`src/bdc_pkg.sv`:
```
`default_nettype none

package bdc_pkg;

    localparam int CLK_W        = 28;
    localparam int BAUD_W       = 24;
    localparam int BRR_W        = 16;
    localparam int NUM_W        = 33;
    localparam int DEN_W        = 26;
    localparam int R100_W       = 7;
    localparam int MANT_W       = 12;
    localparam int FRAC_W       = 4;
    localparam int FRACX_W      = 11;
    localparam int PROD_W       = 22;

    localparam logic [R100_W:0]   PCT_SCALE    = 8'd100;
    localparam logic [FRACX_W-1:0] ROUND_OFFSET = 11'd50;
    localparam logic [FRACX_W-1:0] RECIP_100    = 11'd1311;
    localparam int                 RECIP_SHIFT  = 17;

    typedef struct packed {
        logic               valid;
        logic               by8;
        logic               baud_zero;
        logic [NUM_W-1:0]   num;
        logic [DEN_W-1:0]   den;
        logic [DEN_W-1:0]   rem;
        logic [R100_W-1:0]  r100;
        logic [NUM_W-1:0]   mant;
    } bdc_item_t;

    typedef struct packed {
        logic [BRR_W-1:0] brr_word;
        logic             overflow;
    } bdc_result_t;

    function automatic logic [FRAC_W-1:0] frac_round(input logic [R100_W-1:0] r100,
                                                     input logic by8);
        logic [FRACX_W-1:0] scaled;
        logic [PROD_W-1:0]  prod;
        logic [PROD_W-1:0]  quot;
        scaled = by8 ? ({4'd0, r100} << 3) : ({4'd0, r100} << 4);
        scaled = scaled + ROUND_OFFSET;
        prod   = PROD_W'(scaled) * PROD_W'(RECIP_100);
        quot   = prod >> RECIP_SHIFT;
        frac_round = by8 ? {1'b0, quot[FRAC_W-2:0]} : quot[FRAC_W-1:0];
    endfunction

endpackage

`default_nettype wire

```
`src/bdc_stage.sv`:
```
`default_nettype none

module bdc_stage
    import bdc_pkg::*;
(
    input  wire logic      aclk,
    input  wire logic      aresetn,
    input  wire logic      en,
    input  wire bdc_item_t item_in,
    output bdc_item_t      item_reg
);

    bdc_item_t          item_next;
    logic [DEN_W:0]     part;
    logic               q_bit;
    logic [R100_W:0]    part100;
    logic               m_bit;

    always_comb begin
        part      = {item_in.rem, item_in.num[NUM_W-1]};
        q_bit     = part >= {1'b0, item_in.den};
        part100   = {item_in.r100, q_bit};
        m_bit     = part100 >= PCT_SCALE;

        item_next      = item_in;
        item_next.num  = {item_in.num[NUM_W-2:0], 1'b0};
        item_next.rem  = q_bit ? DEN_W'(part - {1'b0, item_in.den}) : part[DEN_W-1:0];
        item_next.r100 = m_bit ? R100_W'(part100 - PCT_SCALE) : part100[R100_W-1:0];
        item_next.mant = {item_in.mant[NUM_W-2:0], m_bit};
    end

    always_ff @(posedge aclk) begin
        if (!aresetn) begin
            item_reg.valid <= 1'b0;
        end else if (en) begin
            item_reg <= item_next;
        end
    end

endmodule

`default_nettype wire

```
`src/bdc_out.sv`:
```
`default_nettype none

module bdc_out
    import bdc_pkg::*;
(
    input  wire logic             aclk,
    input  wire logic             aresetn,
    input  wire bdc_item_t        tail,
    output logic                  en,
    output logic                  m_valid,
    input  wire logic             m_ready,
    output logic [BRR_W-1:0]      m_brr_word,
    output logic                  m_mantissa_overflow
);

    bdc_result_t res;
    bdc_result_t out_reg;
    bdc_result_t skid_reg;
    logic        out_valid_reg;
    logic        skid_valid_reg;

    // The skid register catches the pipeline tail when the output is stalled.
    always_comb begin
        res.overflow = tail.baud_zero | (|tail.mant[NUM_W-1:MANT_W]);
        res.brr_word = tail.baud_zero ? '0
                     : {tail.mant[MANT_W-1:0], frac_round(tail.r100, tail.by8)};
    end

    assign en = !skid_valid_reg;

    always_ff @(posedge aclk) begin
        if (!aresetn) begin
            out_valid_reg  <= 1'b0;
            skid_valid_reg <= 1'b0;
        end else if (skid_valid_reg) begin
            if (m_ready) begin
                out_reg        <= skid_reg;
                skid_valid_reg <= 1'b0;
            end
        end else if (!out_valid_reg || m_ready) begin
            out_reg       <= res;
            out_valid_reg <= tail.valid;
        end else if (tail.valid) begin
            skid_reg       <= res;
            skid_valid_reg <= 1'b1;
        end
    end

    assign m_valid             = out_valid_reg;
    assign m_brr_word          = out_reg.brr_word;
    assign m_mantissa_overflow = out_reg.overflow;

endmodule

`default_nettype wire

```
`src/usart_baud_divider_calc_top.sv`:
```
// Channel  Direction  Handshake          Payload
// s_       in         s_valid, s_ready   s_clock_hz, s_baud_rate, s_mode
// m_       out        m_valid, m_ready   m_brr_word, m_mantissa_overflow
//
// A new transaction is taken every cycle while s_ready is high; each one passes through
// the 33 quotient-bit stages of the restoring divider and then the output register.
// Each stage also feeds its quotient bit into a running division by one hundred.
// Reset clears the valid bits of every stage and the output and skid registers.
// A stalled output parks one result in a skid register; only then does s_ready drop
// and the whole pipeline hold.
`default_nettype none

module usart_baud_divider_calc_top
    import bdc_pkg::*;
(
    input  wire logic              aclk,
    input  wire logic              aresetn,
    input  wire logic              s_valid,
    output logic                   s_ready,
    input  wire logic [CLK_W-1:0]  s_clock_hz,
    input  wire logic [BAUD_W-1:0] s_baud_rate,
    input  wire logic              s_mode,
    output logic                   m_valid,
    input  wire logic              m_ready,
    output logic [BRR_W-1:0]       m_brr_word,
    output logic                   m_mantissa_overflow
);

    bdc_item_t stage_q [0:NUM_W];
    logic      en;

    always_comb begin
        stage_q[0].valid     = s_valid;
        stage_q[0].by8       = s_mode;
        stage_q[0].baud_zero = (s_baud_rate == '0);
        stage_q[0].num       = (NUM_W'(s_clock_hz) << 4) + (NUM_W'(s_clock_hz) << 3)
                             + NUM_W'(s_clock_hz);
        stage_q[0].den       = s_mode ? (DEN_W'(s_baud_rate) << 1) : (DEN_W'(s_baud_rate) << 2);
        stage_q[0].rem       = '0;
        stage_q[0].r100      = '0;
        stage_q[0].mant      = '0;
    end

    for (genvar i = 0; i < NUM_W; i++) begin : g_stage
        bdc_stage u_stage (
            .aclk     (aclk),
            .aresetn  (aresetn),
            .en       (en),
            .item_in  (stage_q[i]),
            .item_reg (stage_q[i+1])
        );
    end

    bdc_out u_out (
        .aclk                (aclk),
        .aresetn             (aresetn),
        .tail                (stage_q[NUM_W]),
        .en                  (en),
        .m_valid             (m_valid),
        .m_ready             (m_ready),
        .m_brr_word          (m_brr_word),
        .m_mantissa_overflow (m_mantissa_overflow)
    );

    assign s_ready = en;

endmodule

`default_nettype wire

```
`config.mk`:
```
export PLATFORM = sky130hd
export DESIGN_NAME = usart_baud_divider_calc_top
export DESIGN_NICKNAME = d
export VERILOG_FILES = /design/src/bdc_pkg.sv /design/src/bdc_stage.sv /design/src/bdc_out.sv /design/src/usart_baud_divider_calc_top.sv
export SDC_FILE = /design/constraint.sdc
export NUM_CORES = 2
export LEC_CHECK = 0
export BUFFER_PORTS_ARGS = -buffer_cell sky130_fd_sc_hd__buf_2
export CELL_PAD_IN_SITES_DETAIL_PLACEMENT = 1
export CELL_PAD_IN_SITES_GLOBAL_PLACEMENT = 2
export CORE_MARGIN = 4
export CORE_UTILIZATION = 49
export DETAILED_ROUTE_END_ITERATION = 6
export GPL_TIMING_DRIVEN = 0
export PLACE_DENSITY_LB_ADDON = 0.1
export SKIP_CTS_REPAIR_TIMING = 1
export SLEW_MARGIN = 40
export SYNTH_ARGS = -nofsm -noshare
export SYNTH_HDL_FRONTEND = slang
export SYNTH_SLANG_ARGS = --single-unit
export TNS_END_PERCENT = 1
```
`constraint.sdc`:
```
create_clock -name aclk -period 278.2 [get_ports aclk]
set_input_delay 0 -clock aclk [delete_from_list [all_inputs] [get_ports aclk]]
set_output_delay 0 -clock aclk [all_outputs]
set_load 0.01 [all_outputs]
```
==> results_dict.tcl <==
set metrics [dict create \
    switching_share_pct 38.1 \
    grt_max_degree 26 \
    gp_congestion 0.876 \
    max_stage_delay_ns 0.67 \
    tightestPinTransition_ns 0.889 \
    synth_top_family_by_area "compound AO/OA/AOI/OAI gates" \
    intPower_mw 1.17 \
    crit_path_frequent_cell "ha_1" \
    p_total_mw 1.88 \
    fin_crit_sh_pct 2.67 \
    vias_per_cell 5.62 \
    cp_slowest_cell "mux2i_1" \
    fin_nets 13627 \
    dr.pass1.iters 7 \
    tns_ns 0 \
    crit_type "flip-flop to flip-flop" \
    antenna_found_initial 13 \
    synthTopCellsByArea "edfxtp_1 (59%), ha_1 (8.3%), o21ai_0 (3.4%), inv_1 (3.1%), nand2_1 (2.7%)" \
    die_y_microns 551 \
    wl_per_cell_microns 22.4 \
    seq_power_share_pct 36.0 \
    violations "hold timing" \
    rows 199 \
    regArea_sq_um 86200 \
    fin_area_sq_um 165000 \
    drc 0 \
    hpwl_mm 286 \
    fin_worst_skew_ns 0.0621 \
    synth_fa_ha_area_share_pct 9.30 \
    power_frac_comb_pct 41.5 \
    cts_buffer_depth 4 \
    grt_use_total_pct 24.2 \
    synthMuxAreaShare_pct 1.81 \
    synth-main-ff-cell "edfxtp_1" \
    antenna_left 0 \
    path_max_fanout 10 \
    yosysSeqAreaShare_pct 59.7 \
    clkPwrFrac_pct 22.4 \
    synth_top_area_cell "edfxtp_1" \
    syn_area_sq_um 144000 \
    pre_cts_ws_ns 270.69 \
    placed_area_sq_um 153000 \
    cts_tree "built" \
    synth.top_cell.area_share_pct 59.2 \
    io_buffers 74 \
    yosys.area_share.simple_pct 8.95 \
    boundaryPins 76 \
    worstSetupStartpointType "flip-flop" \
    hp-class "input pin to flip-flop" \
    whs_ns -0.000172 \
    areaGrowthSynthToFinish_pct 14.1 \
    multiInputGateArea_sq_um 53000 \
    root_buffer "clkbuf_16" \
    clock_latency_ns 0.91 \
    postSynthAreaPerCell_sq_um 12.2 \
    p_sw_mw 0.717 \
    yosysWarningCount 0 \
    wl_mm 374 \
    drive_gt1_share_pct 8.09 \
    power_density_nw_per_um2 11.4 \
    outcome "finished with violations" \
    synth_edf_count 2848 \
    initial_utilization_pct 49.2 \
    fin_ws_ns 270.77 \
    synth_xor_area_share_pct 4.17 \
    drtIter0Drc 6217 \
    coreArea_sq_um 294000 \
    synthCells 11864 \
    grt_pass1_wl_mm 575 \
    vias 94052 \
    setup_viol 0 \
    cellLeakagePower_nw 65.3 \
    nFillCells 29570 \
    synth_cell_types 95 \
    grt_pass1_vias 98601 \
    cap_violations 0 \
    rsz0062_at_grt "false" \
    async_reset_ff_share_pct 0 \
    ys_ff_latch 2883 \
    die_w_microns 551 \
    clk_pin_slew_worst_paths_ns 0.06 \
    dieArea_sq_um 303000 \
    cts_max_level 5 \
    critPathArrivalTime_ns 8.06 \
    max_freq_mhz 135 \
    grt_overflow 0 \
    vdd_drop_max_mv 0.00829 \
    largest_register_ff_count 2847 \
    hold_viol 1 \
    maxSlewHeadroom_pct 40.1 \
    slew_viol_final 0 \
    cts_buffers 317 \
    clock_sinks 2883 \
    end_kind "flip-flop" \
    worstPathRequired_ns 278.83 \
    synth_compound_area_share_pct 12.4 \
    fin_crit_ns 7.43 \
]
## cells by family (layout without fill, tap and decap cells)
group                    after synthesis  in the layout
AO/OA/AOI/OAI                       2896           2896
flip-flops                          2883           2883
AND/OR/NAND/NOR                     2714           2714
buffers and inverters               1413           2338
adder cells (fa/ha/maj)             1029           1029
XOR/XNOR                             687            687
multiplexers                         241            241
other                                  1             22
## final timing paths
check / start / end / slack, ns / cells after the start
setup reg to reg: g_stage[32].u_stage.item_reg[126] / u_out.m_brr_word[2] / 270.77 / 27
setup / recovery: g_stage[32].u_stage.item_reg[126] / u_out.m_brr_word[2] / 270.77 / 27
hold reg to reg: g_stage[14].u_stage.item_reg[3] / g_stage[15].u_stage.item_reg[4] / 0.40 / 0
hold / removal: s_clock_hz[17] / g_stage[0].u_stage.item_reg[111] / -0.0002 / 4
## critical path, delay by kind of cell, from the launching register on
family                   cells  cell delay, ns
flip-flops                   1            0.32
XOR/XNOR                     1            0.17
AO/OA/AOI/OAI                5            1.30
AND/OR/NAND/NOR              7            0.63
multiplexers                 2            0.96
adder cells (fa/ha/maj)      7            2.61
buffers and inverters        5            1.19
## synth_stat cells (all sizes together), types with 18 or more instances
cell,number
buf,44
edfxtp,2848
nor2b,179
nand4b,23
nand2b,158
nor3,165
o211ai,49
a221oi,27
nor2,524
fa,73
a211o,41
a21o,342
nand3,178
a21oi,764
inv,1176
or3,53
o31ai,70
or2,40
ha,956
clkbuf,193
xor2,322
a211oi,64
o21ai,984
dfxtp,35
and2,44
and3,64
mux2,163
a31o,31
a31oi,89
nor4,50
xnor2,365
nand2,1030
mux2i,78
o21bai,91
a21boi,34
nor3b,41
nand4,107
o21a,99
o31a,18
## power by group through the flow
stage / Clock [mW] / Sequential, mW / Combinational (mW)
final: 0.422 / 0.678 / 0.782
after global routing: 0.454 / 0.687 / 0.877
after CTS: 0.435 / 0.680 / 0.782
after detailed placement: 0 / 0.688 / 0.773
after global placement: 0 / 0.800 / 0.745
after floorplan: 0 / 0.738 / 0.554
## layout by cell type, fill, tap and decap left out, drive strengths merged, types with 44 or more instances in the layout
cell	n
and2	44
o31ai	70
o211ai	49
a21oi	764
a31oi	89
inv	1189
nand4	107
o21bai	91
nor3	165
clkbuf	543
nor2b	179
o21a	99
mux2	163
clkinv	156
nor2	524
buf	274
xor2	322
ha	956
mux2i	78
and3	64
xnor2	365
a211oi	64
nand2	1030
nand2b	158
or3	53
a21o	342
nor4	50
edfxtp	2848
dlygate4sd3	117
fa	73
o21ai	984
nand3	178
## routing by layer
metal,up-vias,global-route usage [%],routed length (microns)
li1,44888,-,-
met1,47062,31.5,162000
met2,1549,42.9,189000
met3,551,2.34,12100
met4,2,7.31,11700
met5,-,0,20
## metrics by stage
stage | instances | utilization (%)
after global placement | 15868 | 51.0
final | 16729 | 56.1
after CTS | 16602 | 55.7
after detailed placement | 16024 | 52.1
after floorplan | 11875 | -
after global routing | 16725 | 56.1
## final cells by class
class                           instances  area share [%]
Antenna cell                           10          0.0152
Buffer                                237           0.569
Clock buffer                          350            4.92
Clock inverter                        228            1.45
Inverter                             1176            2.68
Multi-Input combinational cell       7579            32.2
Sequential cell                      2883            52.3
Tap cell                             3919            2.98
Timing Repair Buffer                  347            2.89
No activity file was read; power rests on OpenSTA's default activity.
